<file path="config.mk">
export PLATFORM = sky130hd
export DESIGN_NAME = complexity_budget_pid
export DESIGN_NICKNAME = d
export VERILOG_FILES = /design/src/cbp_pkg.sv /design/src/complexity_budget_pid.sv /design/src/cbp_csr.sv /design/src/cbp_seq.sv /design/src/cbp_dp.sv
export SDC_FILE = /design/constraint.sdc
export NUM_CORES = 2
export LEC_CHECK = 0
export BUFFER_PORTS_ARGS = -buffer_cell sky130_fd_sc_hd__buf_2
export CAP_MARGIN = 0
export CORE_MARGIN = 3
export CORE_UTILIZATION = 55
export CTS_CLUSTER_SIZE = 20
export DETAILED_ROUTE_END_ITERATION = 12
export HOLD_SLACK_MARGIN = 0.06
export PLACE_DENSITY = 0.72
export SYNTH_ARGS = -nofsm -noshare
export SYNTH_HDL_FRONTEND = slang
export SYNTH_SLANG_ARGS = --single-unit
</file>
<file path="constraint.sdc">
create_clock -name clock -period 18.4 [get_ports clock]
set_input_delay 1.84 -clock clock [delete_from_list [all_inputs] [get_ports clock]]
set_output_delay 1.84 -clock clock [all_outputs]
set_load 0.02 [all_outputs]
</file>
<file path="src/cbp_pkg.sv">
// Shared types, constants, weight tables and the microcode program of the budget controller.
package cbp_pkg;

   // Field and datapath widths.
   localparam int COUNT_FIELD_W = 24;
   localparam int COUNT_BITS    = 24;
   localparam int COST_W        = 16;
   localparam int GAIN_W        = 16;
   localparam int SET_W         = 42;
   localparam int FRAME_W       = 16;
   localparam int POC_W         = 16;
   localparam int BUDGET_W      = 48;
   localparam int ACH_W         = 42;
   localparam int ERR_W         = 44;
   localparam int SUM_W         = 48;
   localparam int DIFF_W        = 45;
   localparam int V_W           = 51;
   localparam int WT_W          = 10;
   localparam int OFF_W         = 4;
   localparam int OFF_LIMIT     = 8;

   // Shared multiplier: signed 17 x 27 bits, wide operands split into 26-bit chunks.
   localparam int MUL_A_W = 17;
   localparam int MUL_B_W = 27;
   localparam int CHUNK_W = 26;
   localparam int PROD_W  = MUL_A_W + MUL_B_W;
   localparam int ACC_W   = 66;

   // Frame numbers in this window force the controller off.
   localparam int FRAME_HOLD_LO = 64;
   localparam int FRAME_HOLD_HI = 128;

   // Configuration port.
   localparam int CSR_INDEX_W = 3;
   localparam int CSR_DATA_W  = 42;

   // Microcode program.
   localparam int STEP_W = 5;

   localparam logic [COUNT_FIELD_W-1:0] COUNT_MASK =
      COUNT_FIELD_W'((64'd1 << COUNT_BITS) - 64'd1);

   // Group-position weights in Q2.8.
   localparam logic [WT_W-1:0] WEIGHT8 [8] = '{10'd666, 10'd333, 10'd220, 10'd166,
                                               10'd166, 10'd220, 10'd166, 10'd166};
   localparam logic [WT_W-1:0] WEIGHT4 [4] = '{10'd154, 10'd230, 10'd154, 10'd461};

   typedef enum logic [CSR_INDEX_W-1:0] {
      REG_SETPOINT       = 3'd0,
      REG_GAIN_P         = 3'd1,
      REG_GAIN_I         = 3'd2,
      REG_GAIN_D         = 3'd3,
      REG_COST_SAD       = 3'd4,
      REG_COST_SSE       = 3'd5,
      REG_COST_SATD      = 3'd6,
      REG_COST_TRANSFORM = 3'd7
   } cbp_reg_type;

   typedef struct packed {
      logic [COUNT_FIELD_W-1:0] sad_ops;
      logic [COUNT_FIELD_W-1:0] sse_ops;
      logic [COUNT_FIELD_W-1:0] satd_ops;
      logic [COUNT_FIELD_W-1:0] transform_ops;
      logic [FRAME_W-1:0]       frame_number;
      logic [POC_W-1:0]         picture_order;
      logic                     group_is_eight;
   } cbp_req_type;

   typedef struct packed {
      logic [BUDGET_W-1:0] budget;
      logic                control_on;
   } cbp_rsp_type;

   typedef struct packed {
      logic [SET_W-1:0]  setpoint;
      logic [GAIN_W-1:0] gain_p;
      logic [GAIN_W-1:0] gain_i;
      logic [GAIN_W-1:0] gain_d;
      logic [COST_W-1:0] cost_sad;
      logic [COST_W-1:0] cost_sse;
      logic [COST_W-1:0] cost_satd;
      logic [COST_W-1:0] cost_transform;
   } cbp_cfg_type;

   // Multiplier operand selects.
   typedef enum logic [2:0] {
      MA_COST_SAD, MA_COST_SSE, MA_COST_SATD, MA_COST_TRANSFORM,
      MA_GAIN_P, MA_GAIN_I, MA_GAIN_D, MA_WEIGHT
   } cbp_mul_a_type;

   typedef enum logic [3:0] {
      MB_N_SAD, MB_N_SSE, MB_N_SATD, MB_N_TRANSFORM,
      MB_ERR_LO, MB_ERR_HI, MB_SUM_LO, MB_SUM_HI,
      MB_DIFF_LO, MB_DIFF_HI, MB_V_LO, MB_V_HI
   } cbp_mul_b_type;

   // Datapath operations other than multiply-accumulate.
   typedef enum logic [2:0] {
      ALU_NONE, ALU_DECIDE, ALU_SUM, ALU_VALUE, ALU_BUDGET
   } cbp_alu_type;

   // Sequencing of the step counter.
   typedef enum logic [1:0] {
      JMP_NEXT, JMP_END, JMP_END_IF_BYPASS
   } cbp_jump_type;

   typedef struct packed {
      cbp_mul_a_type mul_a;
      cbp_mul_b_type mul_b;
      logic          mul_en;
      logic          acc_load;
      logic          shift_hi;
      cbp_alu_type   alu;
      cbp_jump_type  jump;
   } cbp_uop_type;

   typedef struct packed {
      logic        exec;
      cbp_uop_type uop;
   } cbp_ctrl_type;

   // Build one control word.
   function automatic cbp_uop_type cbp_uop(input cbp_mul_a_type a, input cbp_mul_b_type b,
                                           input logic en, input logic ld, input logic hi,
                                           input cbp_alu_type alu, input cbp_jump_type jump);
      cbp_uop_type u;
      u.mul_a    = a;
      u.mul_b    = b;
      u.mul_en   = en;
      u.acc_load = ld;
      u.shift_hi = hi;
      u.alu      = alu;
      u.jump     = jump;
      return u;
   endfunction

   // Program ROM. A product is registered before it is added into the accumulator.
   function automatic cbp_uop_type cbp_ucode(input logic [STEP_W-1:0] step);
      cbp_uop_type u;
      case (step)
         // Achieved cost: four counts times their cost registers.
         5'd0:  u = cbp_uop(MA_COST_SAD, MB_N_SAD, 1'b1, 1'b1, 1'b0, ALU_NONE, JMP_NEXT);
         5'd1:  u = cbp_uop(MA_COST_SSE, MB_N_SSE, 1'b1, 1'b0, 1'b0, ALU_NONE, JMP_NEXT);
         5'd2:  u = cbp_uop(MA_COST_SATD, MB_N_SATD, 1'b1, 1'b0, 1'b0, ALU_NONE, JMP_NEXT);
         5'd3:  u = cbp_uop(MA_COST_TRANSFORM, MB_N_TRANSFORM, 1'b1, 1'b0, 1'b0,
                            ALU_NONE, JMP_NEXT);
         5'd4:  u = cbp_uop(MA_COST_SAD, MB_N_SAD, 1'b0, 1'b0, 1'b0, ALU_NONE, JMP_NEXT);
         // Bypass test and off counter; leaves early on bypass.
         5'd5:  u = cbp_uop(MA_COST_SAD, MB_N_SAD, 1'b0, 1'b0, 1'b0, ALU_DECIDE,
                            JMP_END_IF_BYPASS);
         // PID terms.
         5'd6:  u = cbp_uop(MA_GAIN_P, MB_ERR_LO, 1'b1, 1'b1, 1'b0, ALU_SUM, JMP_NEXT);
         5'd7:  u = cbp_uop(MA_GAIN_P, MB_ERR_HI, 1'b1, 1'b0, 1'b1, ALU_NONE, JMP_NEXT);
         5'd8:  u = cbp_uop(MA_GAIN_I, MB_SUM_LO, 1'b1, 1'b0, 1'b0, ALU_NONE, JMP_NEXT);
         5'd9:  u = cbp_uop(MA_GAIN_I, MB_SUM_HI, 1'b1, 1'b0, 1'b1, ALU_NONE, JMP_NEXT);
         5'd10: u = cbp_uop(MA_GAIN_D, MB_DIFF_LO, 1'b1, 1'b0, 1'b0, ALU_NONE, JMP_NEXT);
         5'd11: u = cbp_uop(MA_GAIN_D, MB_DIFF_HI, 1'b1, 1'b0, 1'b1, ALU_NONE, JMP_NEXT);
         5'd12: u = cbp_uop(MA_COST_SAD, MB_N_SAD, 1'b0, 1'b0, 1'b0, ALU_NONE, JMP_NEXT);
         5'd13: u = cbp_uop(MA_COST_SAD, MB_N_SAD, 1'b0, 1'b0, 1'b0, ALU_VALUE, JMP_NEXT);
         // Weighting of the controlled value.
         5'd14: u = cbp_uop(MA_WEIGHT, MB_V_LO, 1'b1, 1'b1, 1'b0, ALU_NONE, JMP_NEXT);
         5'd15: u = cbp_uop(MA_WEIGHT, MB_V_HI, 1'b1, 1'b0, 1'b1, ALU_NONE, JMP_NEXT);
         5'd16: u = cbp_uop(MA_COST_SAD, MB_N_SAD, 1'b0, 1'b0, 1'b0, ALU_NONE, JMP_NEXT);
         5'd17: u = cbp_uop(MA_COST_SAD, MB_N_SAD, 1'b0, 1'b0, 1'b0, ALU_BUDGET, JMP_END);
         default: u = cbp_uop(MA_COST_SAD, MB_N_SAD, 1'b0, 1'b0, 1'b0, ALU_NONE, JMP_END);
      endcase
      return u;
   endfunction

endpackage

</file>
<file path="src/complexity_budget_pid.sv">
// Top level of the per-frame cycle budget controller.
//
//   channel | direction | handshake            | payload
//   req     | in        | req_valid/req_ready  | req_data (frame report)
//   rsp     | out       | rsp_valid/rsp_ready  | rsp_data (budget, control_on)
//   csr     | in        | csr_valid/csr_ready  | csr_index, csr_data
//
// A transaction runs an 18-step microcode program on one shared 17 x 27 multiplier; the
// result passes through the hold state into the rsp output register, and the next request
// is taken only once the sequencer is idle again, so a frame finishes before the next one
// starts. A bypassed frame leaves after step 5.
// Reset is synchronous and clears the registers, the controller state and the sequencer.
// A stalled rsp holds the finished result in the datapath until the output register frees.
module complexity_budget_pid (
   input  logic                             clock,
   input  logic                             reset,
   input  logic                             req_valid,
   output logic                             req_ready,
   input  cbp_pkg::cbp_req_type             req_data,
   output logic                             rsp_valid,
   input  logic                             rsp_ready,
   output cbp_pkg::cbp_rsp_type             rsp_data,
   input  logic                             csr_valid,
   output logic                             csr_ready,
   input  logic [cbp_pkg::CSR_INDEX_W-1:0]  csr_index,
   input  logic [cbp_pkg::CSR_DATA_W-1:0]   csr_data
);

   cbp_pkg::cbp_cfg_type  cfg;
   cbp_pkg::cbp_ctrl_type ctrl;
   cbp_pkg::cbp_rsp_type  result;
   cbp_pkg::cbp_rsp_type  rsp_data_ff, rsp_data_in;
   logic                  rsp_valid_ff, rsp_valid_in;
   logic                  start;
   logic                  bypass;
   logic                  out_free;
   logic                  push;
   logic                  idle;

   // Request acceptance and output register availability.
   assign req_ready = idle;
   assign start     = req_valid && req_ready;
   assign out_free  = !rsp_valid_ff || rsp_ready;

   cbp_csr u_csr (
      .clock     (clock),
      .reset     (reset),
      .csr_valid (csr_valid),
      .csr_ready (csr_ready),
      .csr_index (csr_index),
      .csr_data  (csr_data),
      .cfg       (cfg)
   );

   cbp_seq u_seq (
      .clock    (clock),
      .reset    (reset),
      .start    (start),
      .bypass   (bypass),
      .out_free (out_free),
      .ctrl     (ctrl),
      .push     (push),
      .idle     (idle)
   );

   cbp_dp u_dp (
      .clock    (clock),
      .reset    (reset),
      .start    (start),
      .req_data (req_data),
      .cfg      (cfg),
      .ctrl     (ctrl),
      .bypass   (bypass),
      .result   (result)
   );

   // Output register.
   always_comb begin
      rsp_valid_in = rsp_valid_ff && !rsp_ready;
      rsp_data_in  = rsp_data_ff;
      if (push) begin
         rsp_valid_in = 1'b1;
         rsp_data_in  = result;
      end
   end

   always_ff @(posedge clock) begin
      if (reset) begin
         rsp_valid_ff <= 1'b0;
      end else begin
         rsp_valid_ff <= rsp_valid_in;
      end
   end

   always_ff @(posedge clock) begin
      rsp_data_ff <= rsp_data_in;
   end

   assign rsp_valid = rsp_valid_ff;
   assign rsp_data  = rsp_data_ff;

   // A freshly accepted request cannot produce a result in the following cycle.
   assert property (@(posedge clock) disable iff (reset)
      start |=> !push)
      else $error("result handed over straight after acceptance");

endmodule

</file>
<file path="src/cbp_csr.sv">
// Configuration register file of the budget controller.
module cbp_csr (
   input  logic                                clock,
   input  logic                                reset,
   input  logic                                csr_valid,
   output logic                                csr_ready,
   input  logic [cbp_pkg::CSR_INDEX_W-1:0]     csr_index,
   input  logic [cbp_pkg::CSR_DATA_W-1:0]      csr_data,
   output cbp_pkg::cbp_cfg_type                cfg
);

   cbp_pkg::cbp_cfg_type cfg_ff;
   cbp_pkg::cbp_cfg_type cfg_in;

   // Writes are always taken.
   assign csr_ready = 1'b1;
   assign cfg       = cfg_ff;

   // Register write decode.
   always_comb begin
      cfg_in = cfg_ff;
      if (csr_valid) begin
         unique case (csr_index)
            cbp_pkg::REG_SETPOINT:       cfg_in.setpoint       = csr_data[cbp_pkg::SET_W-1:0];
            cbp_pkg::REG_GAIN_P:         cfg_in.gain_p         = csr_data[cbp_pkg::GAIN_W-1:0];
            cbp_pkg::REG_GAIN_I:         cfg_in.gain_i         = csr_data[cbp_pkg::GAIN_W-1:0];
            cbp_pkg::REG_GAIN_D:         cfg_in.gain_d         = csr_data[cbp_pkg::GAIN_W-1:0];
            cbp_pkg::REG_COST_SAD:       cfg_in.cost_sad       = csr_data[cbp_pkg::COST_W-1:0];
            cbp_pkg::REG_COST_SSE:       cfg_in.cost_sse       = csr_data[cbp_pkg::COST_W-1:0];
            cbp_pkg::REG_COST_SATD:      cfg_in.cost_satd      = csr_data[cbp_pkg::COST_W-1:0];
            cbp_pkg::REG_COST_TRANSFORM: cfg_in.cost_transform = csr_data[cbp_pkg::COST_W-1:0];
            default: ;
         endcase
      end
   end

   always_ff @(posedge clock) begin
      if (reset) begin
         cfg_ff <= '0;
      end else begin
         cfg_ff <= cfg_in;
      end
   end

endmodule

</file>
<file path="src/cbp_seq.sv">
// Microcode sequencer: step counter, program ROM and end-of-program handling.
module cbp_seq (
   input  logic                  clock,
   input  logic                  reset,
   input  logic                  start,
   input  logic                  bypass,
   input  logic                  out_free,
   output cbp_pkg::cbp_ctrl_type ctrl,
   output logic                  push,
   output logic                  idle
);

   typedef enum logic [2:0] {
      SEQ_IDLE = 3'b001,
      SEQ_RUN  = 3'b010,
      SEQ_HOLD = 3'b100
   } cbp_seq_state_type;

   cbp_seq_state_type                state_ff;
   cbp_seq_state_type                state_in;
   logic [cbp_pkg::STEP_W-1:0]       step_ff;
   logic [cbp_pkg::STEP_W-1:0]       step_in;
   cbp_pkg::cbp_uop_type             uop;
   logic                             end_now;

   // Fetch the control word of the current step.
   assign uop     = cbp_pkg::cbp_ucode(step_ff);
   assign end_now = (uop.jump == cbp_pkg::JMP_END) ||
                    ((uop.jump == cbp_pkg::JMP_END_IF_BYPASS) && bypass);

   assign ctrl.exec = (state_ff == SEQ_RUN);
   assign ctrl.uop  = uop;
   assign push      = (state_ff == SEQ_HOLD) && out_free;
   assign idle      = (state_ff == SEQ_IDLE);

   // Step counter and run control.
   always_comb begin
      state_in = state_ff;
      step_in  = step_ff;
      unique case (state_ff)
         SEQ_IDLE: begin
            if (start) begin
               state_in = SEQ_RUN;
               step_in  = '0;
            end
         end
         SEQ_RUN: begin
            if (end_now) begin
               state_in = SEQ_HOLD;
               step_in  = '0;
            end else begin
               step_in = step_ff + cbp_pkg::STEP_W'(1);
            end
         end
         SEQ_HOLD: begin
            if (out_free) begin
               state_in = SEQ_IDLE;
            end
         end
         default: begin
            state_in = SEQ_IDLE;
            step_in  = '0;
         end
      endcase
   end

   always_ff @(posedge clock) begin
      if (reset) begin
         state_ff <= SEQ_IDLE;
         step_ff  <= '0;
      end else begin
         state_ff <= state_in;
         step_ff  <= step_in;
      end
   end

   // The step counter only moves while a program runs.
   assert property (@(posedge clock) disable iff (reset)
      (state_ff != SEQ_RUN) |-> (step_ff == '0))
      else $error("step counter left non-zero outside a run");

   // Handing a result over ends the transaction.
   assert property (@(posedge clock) disable iff (reset)
      push |=> (state_ff == SEQ_IDLE))
      else $error("sequencer not idle after handing over a result");

endmodule

</file>
<file path="src/cbp_dp.sv">
// Datapath: shared multiplier, accumulator, controller state and result register.
module cbp_dp (
   input  logic                  clock,
   input  logic                  reset,
   input  logic                  start,
   input  cbp_pkg::cbp_req_type  req_data,
   input  cbp_pkg::cbp_cfg_type  cfg,
   input  cbp_pkg::cbp_ctrl_type ctrl,
   output logic                  bypass,
   output cbp_pkg::cbp_rsp_type  result
);

   localparam int ACC_W  = cbp_pkg::ACC_W;
   localparam int PROD_W = cbp_pkg::PROD_W;
   localparam int CH     = cbp_pkg::CHUNK_W;
   localparam logic signed [cbp_pkg::SUM_W-1:0] SUM_MAX = {1'b0, {(cbp_pkg::SUM_W-1){1'b1}}};
   localparam logic signed [cbp_pkg::SUM_W-1:0] SUM_MIN = {1'b1, {(cbp_pkg::SUM_W-1){1'b0}}};
   localparam logic signed [ACC_W-1:0] V_CAP = ACC_W'(1) <<< (cbp_pkg::V_W - 1);

   // Item and multiplier pipeline.
   cbp_pkg::cbp_req_type                 item_ff, item_in;
   logic signed [PROD_W-1:0]             prod_ff, prod_in;
   logic                                 prod_vld_ff, prod_vld_in;
   logic                                 prod_load_ff, prod_load_in;
   logic                                 prod_hi_ff, prod_hi_in;
   logic signed [ACC_W-1:0]              acc_ff, acc_in;

   // Scratch values of one transaction.
   logic [cbp_pkg::ACH_W-1:0]            achieved_ff, achieved_in;
   logic signed [cbp_pkg::ERR_W-1:0]     err_ff, err_in;
   logic signed [cbp_pkg::DIFF_W-1:0]    diff_ff, diff_in;
   logic                                 clear_sum_ff, clear_sum_in;
   logic [cbp_pkg::V_W-1:0]              v_ff, v_in;
   logic                                 vpos_ff, vpos_in;
   cbp_pkg::cbp_rsp_type                 result_ff, result_in;

   // Controller state.
   logic signed [cbp_pkg::ERR_W-1:0]     last_err_ff, last_err_in;
   logic signed [cbp_pkg::SUM_W-1:0]     sum_ff, sum_in;
   logic [cbp_pkg::OFF_W-1:0]            off_ff, off_in;
   logic                                 active_ff, active_in;

   // Combinational helpers.
   logic signed [cbp_pkg::MUL_A_W-1:0]   mul_a;
   logic signed [cbp_pkg::MUL_B_W-1:0]   mul_b;
   logic signed [ACC_W-1:0]              term_ext;
   logic signed [ACC_W-1:0]              term;
   logic [cbp_pkg::ACH_W-1:0]            achieved;
   logic signed [cbp_pkg::ERR_W-1:0]     err_calc;
   logic                                 below;
   logic                                 frame_hold;
   logic [cbp_pkg::OFF_W-1:0]            off_next;
   logic [cbp_pkg::WT_W-1:0]             weight;
   logic signed [cbp_pkg::SUM_W-1:0]     sum_base;
   logic signed [cbp_pkg::SUM_W:0]       sum_wide;
   logic signed [cbp_pkg::SUM_W-1:0]     sum_sat;
   logic signed [ACC_W-1:0]              v_calc;
   logic [ACC_W-9:0]                     scaled;

   assign result = result_ff;

   // Group-position weight of the current item.
   assign weight = item_ff.group_is_eight ? cbp_pkg::WEIGHT8[item_ff.picture_order[2:0]]
                                          : cbp_pkg::WEIGHT4[item_ff.picture_order[1:0]];

   // First multiplier operand: costs and weight zero-extended, gains sign-extended.
   always_comb begin
      unique case (ctrl.uop.mul_a)
         cbp_pkg::MA_COST_SAD:       mul_a = {1'b0, cfg.cost_sad};
         cbp_pkg::MA_COST_SSE:       mul_a = {1'b0, cfg.cost_sse};
         cbp_pkg::MA_COST_SATD:      mul_a = {1'b0, cfg.cost_satd};
         cbp_pkg::MA_COST_TRANSFORM: mul_a = {1'b0, cfg.cost_transform};
         cbp_pkg::MA_GAIN_P:         mul_a = {cfg.gain_p[cbp_pkg::GAIN_W-1], cfg.gain_p};
         cbp_pkg::MA_GAIN_I:         mul_a = {cfg.gain_i[cbp_pkg::GAIN_W-1], cfg.gain_i};
         cbp_pkg::MA_GAIN_D:         mul_a = {cfg.gain_d[cbp_pkg::GAIN_W-1], cfg.gain_d};
         cbp_pkg::MA_WEIGHT:         mul_a = {7'b0, weight};
         default:                    mul_a = '0;
      endcase
   end

   // Second operand: counts, or the low (unsigned) or high (signed, but unsigned for v) chunk of a wide value.
   always_comb begin
      unique case (ctrl.uop.mul_b)
         cbp_pkg::MB_N_SAD:       mul_b = {3'b0, item_ff.sad_ops & cbp_pkg::COUNT_MASK};
         cbp_pkg::MB_N_SSE:       mul_b = {3'b0, item_ff.sse_ops & cbp_pkg::COUNT_MASK};
         cbp_pkg::MB_N_SATD:      mul_b = {3'b0, item_ff.satd_ops & cbp_pkg::COUNT_MASK};
         cbp_pkg::MB_N_TRANSFORM: mul_b = {3'b0, item_ff.transform_ops & cbp_pkg::COUNT_MASK};
         cbp_pkg::MB_ERR_LO:      mul_b = {1'b0, err_ff[CH-1:0]};
         cbp_pkg::MB_ERR_HI:      mul_b = {{9{err_ff[cbp_pkg::ERR_W-1]}},
                                           err_ff[cbp_pkg::ERR_W-1:CH]};
         cbp_pkg::MB_SUM_LO:      mul_b = {1'b0, sum_ff[CH-1:0]};
         cbp_pkg::MB_SUM_HI:      mul_b = {{5{sum_ff[cbp_pkg::SUM_W-1]}},
                                           sum_ff[cbp_pkg::SUM_W-1:CH]};
         cbp_pkg::MB_DIFF_LO:     mul_b = {1'b0, diff_ff[CH-1:0]};
         cbp_pkg::MB_DIFF_HI:     mul_b = {{8{diff_ff[cbp_pkg::DIFF_W-1]}},
                                           diff_ff[cbp_pkg::DIFF_W-1:CH]};
         cbp_pkg::MB_V_LO:        mul_b = {1'b0, v_ff[CH-1:0]};
         cbp_pkg::MB_V_HI:        mul_b = {2'b0, v_ff[cbp_pkg::V_W-1:CH]};
         default:                 mul_b = '0;
      endcase
   end

   // Registered product, sign-extended and placed at its chunk position.
   assign term_ext = {{(ACC_W-PROD_W){prod_ff[PROD_W-1]}}, prod_ff};
   assign term     = prod_hi_ff ? (term_ext <<< CH) : term_ext;

   // Bypass decision on the finished achieved cost.
   assign achieved   = acc_ff[cbp_pkg::ACH_W-1:0];
   assign err_calc   = {2'b00, cfg.setpoint} - {2'b00, achieved};
   assign below      = !err_calc[cbp_pkg::ERR_W-1] && (err_calc != '0);
   assign frame_hold = (item_ff.frame_number >= cbp_pkg::FRAME_W'(cbp_pkg::FRAME_HOLD_LO)) &&
                       (item_ff.frame_number <  cbp_pkg::FRAME_W'(cbp_pkg::FRAME_HOLD_HI));
   assign bypass     = (below && !active_ff) || frame_hold;
   assign off_next   = below ? off_ff + cbp_pkg::OFF_W'(1) : off_ff;

   // Saturating accumulation of the error.
   assign sum_base = clear_sum_ff ? '0 : sum_ff;
   assign sum_wide = {sum_base[cbp_pkg::SUM_W-1], sum_base} +
                     {{(cbp_pkg::SUM_W+1-cbp_pkg::ERR_W){err_ff[cbp_pkg::ERR_W-1]}}, err_ff};
   assign sum_sat  = (sum_wide[cbp_pkg::SUM_W] != sum_wide[cbp_pkg::SUM_W-1]) ?
                     (sum_wide[cbp_pkg::SUM_W] ? SUM_MIN : SUM_MAX) :
                     sum_wide[cbp_pkg::SUM_W-1:0];

   // Achieved cost plus the floored PID sum, and the weighted budget. The sum stays signed
   // so that the shift floors a negative PID sum.
   assign v_calc = (acc_ff >>> 8) +
                   $signed({{(ACC_W-cbp_pkg::ACH_W){1'b0}}, achieved_ff});
   assign scaled = acc_ff[ACC_W-1:8];

   always_comb begin
      item_in      = start ? req_data : item_ff;
      prod_in      = mul_a * mul_b;
      prod_vld_in  = ctrl.exec && ctrl.uop.mul_en;
      prod_load_in = ctrl.uop.acc_load;
      prod_hi_in   = ctrl.uop.shift_hi;
      acc_in       = acc_ff;
      if (prod_vld_ff) begin
         acc_in = prod_load_ff ? term : acc_ff + term;
      end
      achieved_in  = achieved_ff;
      err_in       = err_ff;
      diff_in      = diff_ff;
      clear_sum_in = clear_sum_ff;
      v_in         = v_ff;
      vpos_in      = vpos_ff;
      result_in    = result_ff;
      last_err_in  = last_err_ff;
      sum_in       = sum_ff;
      off_in       = off_ff;
      active_in    = active_ff;
      if (ctrl.exec) begin
         unique case (ctrl.uop.alu)
            cbp_pkg::ALU_NONE: ;
            cbp_pkg::ALU_DECIDE: begin
               if (bypass) begin
                  active_in            = 1'b0;
                  off_in               = '0;
                  result_in.budget     = {{(cbp_pkg::BUDGET_W-cbp_pkg::SET_W){1'b0}},
                                          cfg.setpoint};
                  result_in.control_on = 1'b0;
               end else begin
                  achieved_in = achieved;
                  err_in      = err_calc;
                  if (off_next < cbp_pkg::OFF_W'(cbp_pkg::OFF_LIMIT)) begin
                     active_in    = 1'b1;
                     off_in       = off_next;
                     clear_sum_in = 1'b0;
                  end else begin
                     active_in    = 1'b0;
                     off_in       = '0;
                     clear_sum_in = 1'b1;
                  end
               end
            end
            cbp_pkg::ALU_SUM: begin
               sum_in      = sum_sat;
               diff_in     = {err_ff[cbp_pkg::ERR_W-1], err_ff} -
                             {last_err_ff[cbp_pkg::ERR_W-1], last_err_ff};
               last_err_in = err_ff;
            end
            cbp_pkg::ALU_VALUE: begin
               vpos_in = !v_calc[ACC_W-1] && (v_calc != '0);
               v_in    = (v_calc > V_CAP) ? {1'b1, {(cbp_pkg::V_W-1){1'b0}}}
                                          : v_calc[cbp_pkg::V_W-1:0];
            end
            cbp_pkg::ALU_BUDGET: begin
               if (!vpos_ff) begin
                  result_in.budget = '0;
               end else if (|scaled[ACC_W-9:cbp_pkg::BUDGET_W]) begin
                  result_in.budget = '1;
               end else begin
                  result_in.budget = scaled[cbp_pkg::BUDGET_W-1:0];
               end
               result_in.control_on = active_ff;
            end
            default: ;
         endcase
      end
   end

   // Controller state and multiplier valid.
   always_ff @(posedge clock) begin
      if (reset) begin
         prod_vld_ff <= 1'b0;
         last_err_ff <= '0;
         sum_ff      <= '0;
         off_ff      <= '0;
         active_ff   <= 1'b0;
      end else begin
         prod_vld_ff <= prod_vld_in;
         last_err_ff <= last_err_in;
         sum_ff      <= sum_in;
         off_ff      <= off_in;
         active_ff   <= active_in;
      end
   end

   // Payload registers.
   always_ff @(posedge clock) begin
      item_ff      <= item_in;
      prod_ff      <= prod_in;
      prod_load_ff <= prod_load_in;
      prod_hi_ff   <= prod_hi_in;
      acc_ff       <= acc_in;
      achieved_ff  <= achieved_in;
      err_ff       <= err_in;
      diff_ff      <= diff_in;
      clear_sum_ff <= clear_sum_in;
      v_ff         <= v_in;
      vpos_ff      <= vpos_in;
      result_ff    <= result_in;
   end

   // An inactive controller always has its off counter cleared.
   assert property (@(posedge clock) disable iff (reset)
      !active_ff |-> (off_ff == '0))
      else $error("off counter non-zero while the controller is off");

   // The off counter never rests at the limit.
   assert property (@(posedge clock) disable iff (reset)
      off_ff < cbp_pkg::OFF_W'(cbp_pkg::OFF_LIMIT))
      else $error("off counter reached the limit without switching off");

endmodule

</file>
Word-level counts from Yosys, hierarchy flattened:

Memory sizes are Yosys's and may differ from the RTL's. A register that Yosys moved wholly into a read port is not among the register bits.
Cells that the tools add are included.

* $add $sub $neg: 7
* bitwise logic cells: 4
* reduce and logical (&&, ||, !) cells: 39
* mux-type cells: 33
* equal/unequal tests: 39
* $mul: 1
* magnitude comparators: 6

Operators by type and width (count)
* $pmux W27 S12: 1
* $mux W48: 5
* $pmux W17 S8: 1
* $mux W66: 2
* $pmux W49 S2: 1
* $add A66 B66 Y66: 1
* $gt A66 B52 Y1 const B: 1
* $reduce_bool A66 Y1: 1
* $add A58 B43 Y59: 1
* $mux W10: 5
* $add A48 B43 Y49: 1
* $mux W49: 1
* $mul A17 B27 Y44: 1
* $reduce_bool A44 Y1: 1
* $sub A43 B43 Y44: 1
* $sub A42 B42 Y43: 1
* $eq A3 B3 Y1 const B: 10
* $reduce_and A2 Y1: 12
* $eq A3 B2 Y1 const B: 7
* $bmux W10 S2: 1
* $mux W5: 4
* $eq A4 B3 Y1 const B: 4
* $eq A4 B4 Y1 const B: 4
* $ge A16 B7 Y1 const B: 1
* other kinds (30): 61

* memories kept: 2
* bits of input ports: 179
* bits in read-only memories: 560
* register bits after elaboration: 769

Memory list
* (no name shown): words 32, width 15, read ports 1, clocked after Yosys merged registers in 1, wr ports 0, line cbp_pkg.sv:140 `case (step)`
* (no name shown): words 8, width 10, read ports 1, clocked after Yosys merged registers in 0, wr ports 0, line cbp_dp.sv:63 `assign weight = item_ff.group_is_eight ? cbp_pkg::WEIGHT8[item_ff.picture_order[2:0]]`

Depth between registers and ports, before layout:

* depth after elaboration: 11
* mapped depth: 37
* mapped depth without buffers: 35

Cells and area by module:

From an unflattened synthesis, not the netlist that was laid out.

* cells, all modules: 6611
* area total of the unflattened synthesis: 61983.2 sq um

Modules (own cells, without submodules)
* cbp_dp: instances 1, area each 53117.2 sq um, cells each 5877, seq. area each 15064.4 sq um
* cbp_csr: instances 1, area each 6257.3 sq um, cells each 569, seq. area each 3083.0 sq um
* complexity_budget_pid: instances 1, area each 1524.0 sq um, cells each 54, seq. area each 1491.4 sq um
* cbp_seq: instances 1, area each 1084.8 sq um, cells each 111, seq. area each 460.4 sq um

Worst setup path before layout:

Ideal clock, no wire load.

* path type: register to register
* start: register u_dp.acc_ff[0]
* end: register u_dp.achieved_ff[0] (netlist bit) (enable)
* arrival time: 9.573 ns
* path buffers: 0
* path slack: 8.166 ns
* cell stages (with the launch flop): 14
* library setup time: 0.661 ns
* data required time: 17.739 ns
* cell sequence: edfxtp_1 > ha_1 > fa_1 > nor2b_1 > o31a_1 > o221ai_2 > a211oi_1 > nor3_2 > o21ai_1 > xor2_1 > or4_1 > nor4b_2 > a41oi_2 > a21boi_0

* longest elaborated chain between the ends: 7

Ends and longest elaborated chain
* from (decl): line cbp_dp.sv:26 `logic signed [ACC_W-1:0] acc_ff, acc_in;`
* from (signal assigned): line cbp_dp.sv:224 `acc_ff <= acc_in;`
* $sub A42 B42 Y43: line cbp_dp.sv:109 `assign err_calc = {2'b00, cfg.setpoint} - {2'b00, achieved};`
* named net u_dp.err_calc (one bit): line cbp_dp.sv:49 `logic signed [cbp_pkg::ERR_W-1:0] err_calc;`
* $reduce_bool A44 Y1: line cbp_dp.sv:110 `assign below = !err_calc[cbp_pkg::ERR_W-1] && (err_calc != '0);`
* $logic_and A1 B1 Y1: line cbp_dp.sv:110
* $logic_and A1 B1 Y1: line cbp_dp.sv:113 `assign bypass = (below && !active_ff) || frame_hold;`
* $logic_or A1 B1 Y1: line cbp_dp.sv:113
* $not A1 Y1 (no source line)
* $reduce_and A3 Y1 (no source line)
* to (signal assigned): line cbp_dp.sv:225 `achieved_ff <= achieved_in;`
* to (decl): line cbp_dp.sv:29 `logic [cbp_pkg::ACH_W-1:0] achieved_ff, achieved_in;`

The timed path passes the listed nets, and every way through them passes these cells.
A chain may end at the register's enable or synchronous reset.

Final worst setup path:

* start: register u_seq.uop[11] (netlist name)
* end: register u_dp.prod_ff[43]

* longest elaborated chain between the ends: 3

Ends and longest elaborated chain
* $eq A4 B4 Y1, or another cell as far along: line cbp_dp.sv:83 `unique case (ctrl.uop.mul_b)`
* $pmux W27 S12 (*): line cbp_dp.sv:83
* $mul A17 B27 Y44 (*): line cbp_dp.sv:132 `prod_in = mul_a * mul_b;`
* named net u_dp.prod_in[43]: line cbp_dp.sv:22 `logic signed [PROD_W-1:0] prod_ff, prod_in;`
* to (signal assigned): line cbp_dp.sv:221 `prod_ff <= prod_in;`
* to (decl): line cbp_dp.sv:22

Mark *: on every way through the listed nets, which the timed path passes. The rest lies on a longest branch.

==> results_dict.tcl <==
set metrics [dict create \
    status "complete, no violations" \
    dpl.cell_count 8012 \
    synth.area.mux_share_pct 1.04 \
    p_sw_uw 1790 \
    busiest_layer "met2" \
    drtIter0Drc 5738 \
    hp-class "reg2reg" \
    wl_mm 204 \
    grt_setup_unrepaired "false" \
    clock_sinks 776 \
    viasPerCell 6.22 \
    final_nets 7682 \
    cp.arrival_ns 10.74 \
    use_met3_pct 8.23 \
    rows 120 \
    cts_setup_buffers 0 \
    grt_pass1_wl_mm 302 \
    ys.flop_type "edfxtp_1" \
    final-max-slew-violation-count 0 \
    critPathSlowestCell "nor2_1" \
    internal-power_uw 3570 \
    hold_viol_final 0 \
    end_kind "flop" \
    fillers 9219 \
    synthAdderAreaFrac_pct 22.6 \
    yosysSeqAreaShare_pct 33.4 \
    async_reset_ff_share_pct 0 \
    cts.path.max_buffers 3 \
    netlist_area_mm2 0.0601 \
    gp_congestion 1.04 \
    coreArea_mm2 0.108 \
    cts_buffers 85 \
    synth_xor_area_share_pct 3.68 \
    post_cts_resized 0 \
    synth_edf_count 456 \
    die-area_mm2 0.113 \
    grt_pass1_vias 48800 \
    synth_cell_type_count 110 \
    cts_root_buffer "clkbuf_16" \
    wl_per_cell_um 25.0 \
    required_ns 18.99 \
    insertion_delay_ns 0.69 \
    hold_depth 0 \
    p_sw_share_pct 33.3 \
    critical_path.max_fanout 18 \
    path_class "reg2reg" \
    place_hpwl_mm 156 \
    ctsHoldBuffers 0 \
    first_pass_iters 9 \
    cp_common_cell "fa_1" \
    fin_cells 8173 \
    setup_viol 0 \
    p_seq_share_pct 38.3 \
    die_w_um 337 \
    pwr-share-clk_pct 34.6 \
    use_met2_pct 54.4 \
    start_util_pct 55.8 \
    grt_usage_pct 35.5 \
    dieHeight_um 337 \
    path_clk_slew_ns 0.06 \
    layout-drive-gt1-share_pct 9.06 \
    power.share.combinational_pct 27.1 \
    slowest_delay_ns 0.88 \
    synth_fp_nets 7595 \
    drv_cap 0 \
    ir_drop_mv 0.0729 \
    area_growth_pct 9.34 \
    synth_top_family_by_area "adder cells" \
    start_kind "flop" \
    layout_min_cycle_time_ns 10.15 \
    power.density_mw_per_mm2 81.5 \
    tns_ns 0 \
    syn_area_per_cell_um2 9.10 \
    grt_start_max_net_pins 93 \
    use_met1_pct 46.0 \
    fin_skew_ns 0.0320 \
    synth_compound_area_share_pct 17.0 \
    io_buffers 210 \
    drc 0 \
    reg2reg_depth 31 \
    fin_crit_sh_pct 55.2 \
    dr_total_vias 50900 \
    cts_tree "yes" \
    postRouteAntennaNets 0 \
    p_leak_uw 0.0279 \
    ys_ff_latch 776 \
    antenna_found_initial 9 \
    overflow 0 \
    maxSlewHeadroom_pct 7.80 \
    syn_inst 6609 \
    num_io_pins 231 \
    max_slew.worst_pin.slew_ns 1.38 \
    ys_warn_count 0 \
    max_freq_ghz 0.0985 \
    htreeDepth 3 \
    synth-simple-area-share_pct 16.2 \
]
==> per-stage QoR <==
step	area [µm²]	total power, µW	hold slack [ns]	setup slack [ns]	utilization (%)
final	65800	5360	0.345	8.25	61.0
after detailed placement	62700	3490	0.318	8.46	58.2
after global routing	65800	5570	0.357	7.75	61.0
after CTS	65800	5350	0.349	8.41	61.0
after global placement	62700	3480	0.321	8.52	58.2
after floorplan	60100	3010	0.310	8.17	-
==> worst max-delay path, delay by kind of cell, from the launching register on <==
family                   cells  cell delay, ns
flip-flops                   1            0.48
AO/OA/AOI/OAI               10            3.68
XOR/XNOR                     1            0.19
adder cells (fa/ha/maj)      7            3.34
AND/OR/NAND/NOR              7            1.87
buffers and inverters        6            0.52
==> cell usage in the layout (no fill, tap or decap), types with 16 or more instances in the layout <==
cell type | synthesis | layout
nand2_1 | 902 | 900
inv_1 | 646 | 645
nor2_1 | 539 | 534
a21oi_1 | 498 | 497
edfxtp_1 | 456 | 456
fa_1 | 451 | 451
o21ai_0 | 359 | 359
ha_1 | 356 | 356
dfxtp_1 | 320 | 317
buf_2 | 12 | 209
xnor2_1 | 165 | 165
a21o_1 | 148 | 148
a22oi_1 | 123 | 123
nor2b_1 | 120 | 120
nor3_1 | 118 | 109
buf_4 | 3 | 105
nand3_1 | 92 | 92
clkbuf_16 | 0 | 91
xor2_1 | 88 | 88
nand2b_1 | 70 | 70
o21a_1 | 65 | 65
and3_1 | 61 | 60
nand4_1 | 51 | 51
a31oi_1 | 43 | 43
o21bai_1 | 43 | 43
a211oi_1 | 37 | 37
or2_2 | 35 | 36
mux2_2 | 36 | 36
a221oi_1 | 30 | 30
and2_1 | 30 | 29
o31ai_1 | 31 | 29
a22o_1 | 24 | 24
or3_1 | 22 | 22
and4_1 | 19 | 19
o211ai_1 | 18 | 18
mux2i_1 | 16 | 16
==> metal layers <==
| metal | up-vias | routed length (µm) |
|---|---|---|
| li1 | 23000 | - |
| met1 | 24600 | 77400 |
| met2 | 2721 | 89600 |
| met3 | 587 | 22000 |
| met4 | 6 | 14800 |
| met5 | - | 46 |
==> synth_stat cells (all sizes together) (51+ instances only) <==
cell	count	area share, %
nand2b	71	0.75
and3	61	0.63
nand2	903	5.6
nor2b	121	1.3
o21ai	376	3.1
o21a	65	0.81
a21o	148	1.8
nor3	120	1.0
xor2	88	1.3
nor2	539	3.4
edfxtp	456	23
xnor2	165	2.4
inv	646	4.0
nand3	92	0.77
a21oi	501	4.2
ha	356	7.4
nand4	51	0.53
a22oi	123	1.5
dfxtp	320	11
fa	451	15
clkbuf	284	1.8
==> state kept, by name (all words and copies together) (netlist names), 3 cells and up <==
register          cells
u_csr.cfg           154
u_seq.step_ff         5
u_dp.acc_ff          66
u_seq.state_ff        3
u_dp.off_ff           3
u_dp.result          49
u_seq.uop            15
u_dp.last_err_ff     43
u_dp.diff_ff         44
u_dp.err_ff          43
rsp_data             49
u_dp.v_ff            51
u_dp.achieved_ff     42
u_dp.prod_ff         44
u_dp.item_ff        110
u_dp.sum_ff          48
==> power by group through the flow <==
stage	logic [µW]	registers [µW]	clock network (µW)
2_1_floorplan	983	2030	0
3_3_place_gp	1400	2080	0
3_5_place_dp	1410	2080	0
4_1_cts	1430	2050	1870
5_1_grt	1590	2050	1940
6_report	1450	2050	1860
==> area by class of cell <==
class	instances	area, µm²	share of cell area, %
antenna	3	7.51	0.0114
multi-input combinational	4870	36600	55.6
sequential	776	20100	30.6
timing repair buffer	315	1850	2.81
clock inverter	49	623	0.947
inverter	648	2430	3.70
clock buffer	109	2420	3.68
tap	1403	1760	2.67
==> final timing paths <==
path	endpoint	from	slack, ns
max reg2reg	u_dp.prod_ff[43]$_DFF_P_	u_seq.uop[11]$_SDFF_PP0_	8.25
min reg2reg	u_dp.prod_hi_ff$_DFF_P_	u_seq.uop[5]$_SDFF_PP0_	0.35
min	u_dp.prod_hi_ff$_DFF_P_	u_seq.uop[5]$_SDFF_PP0_	0.35
max	u_dp.prod_ff[43]$_DFF_P_	u_seq.uop[11]$_SDFF_PP0_	8.25
==> cells by family after synthesis <==
| family | Yosys count |
|---|---|
| other | 1 |
| adder cells (fa/ha/maj) | 817 |
| XOR/XNOR | 253 |
| flip-flops | 776 |
| AO/OA/AOI/OAI | 1606 |
| AND/OR/NAND/NOR | 2138 |
| multiplexers | 55 |
| buffers and inverters | 963 |
Power figures use the tool's default switching activity.
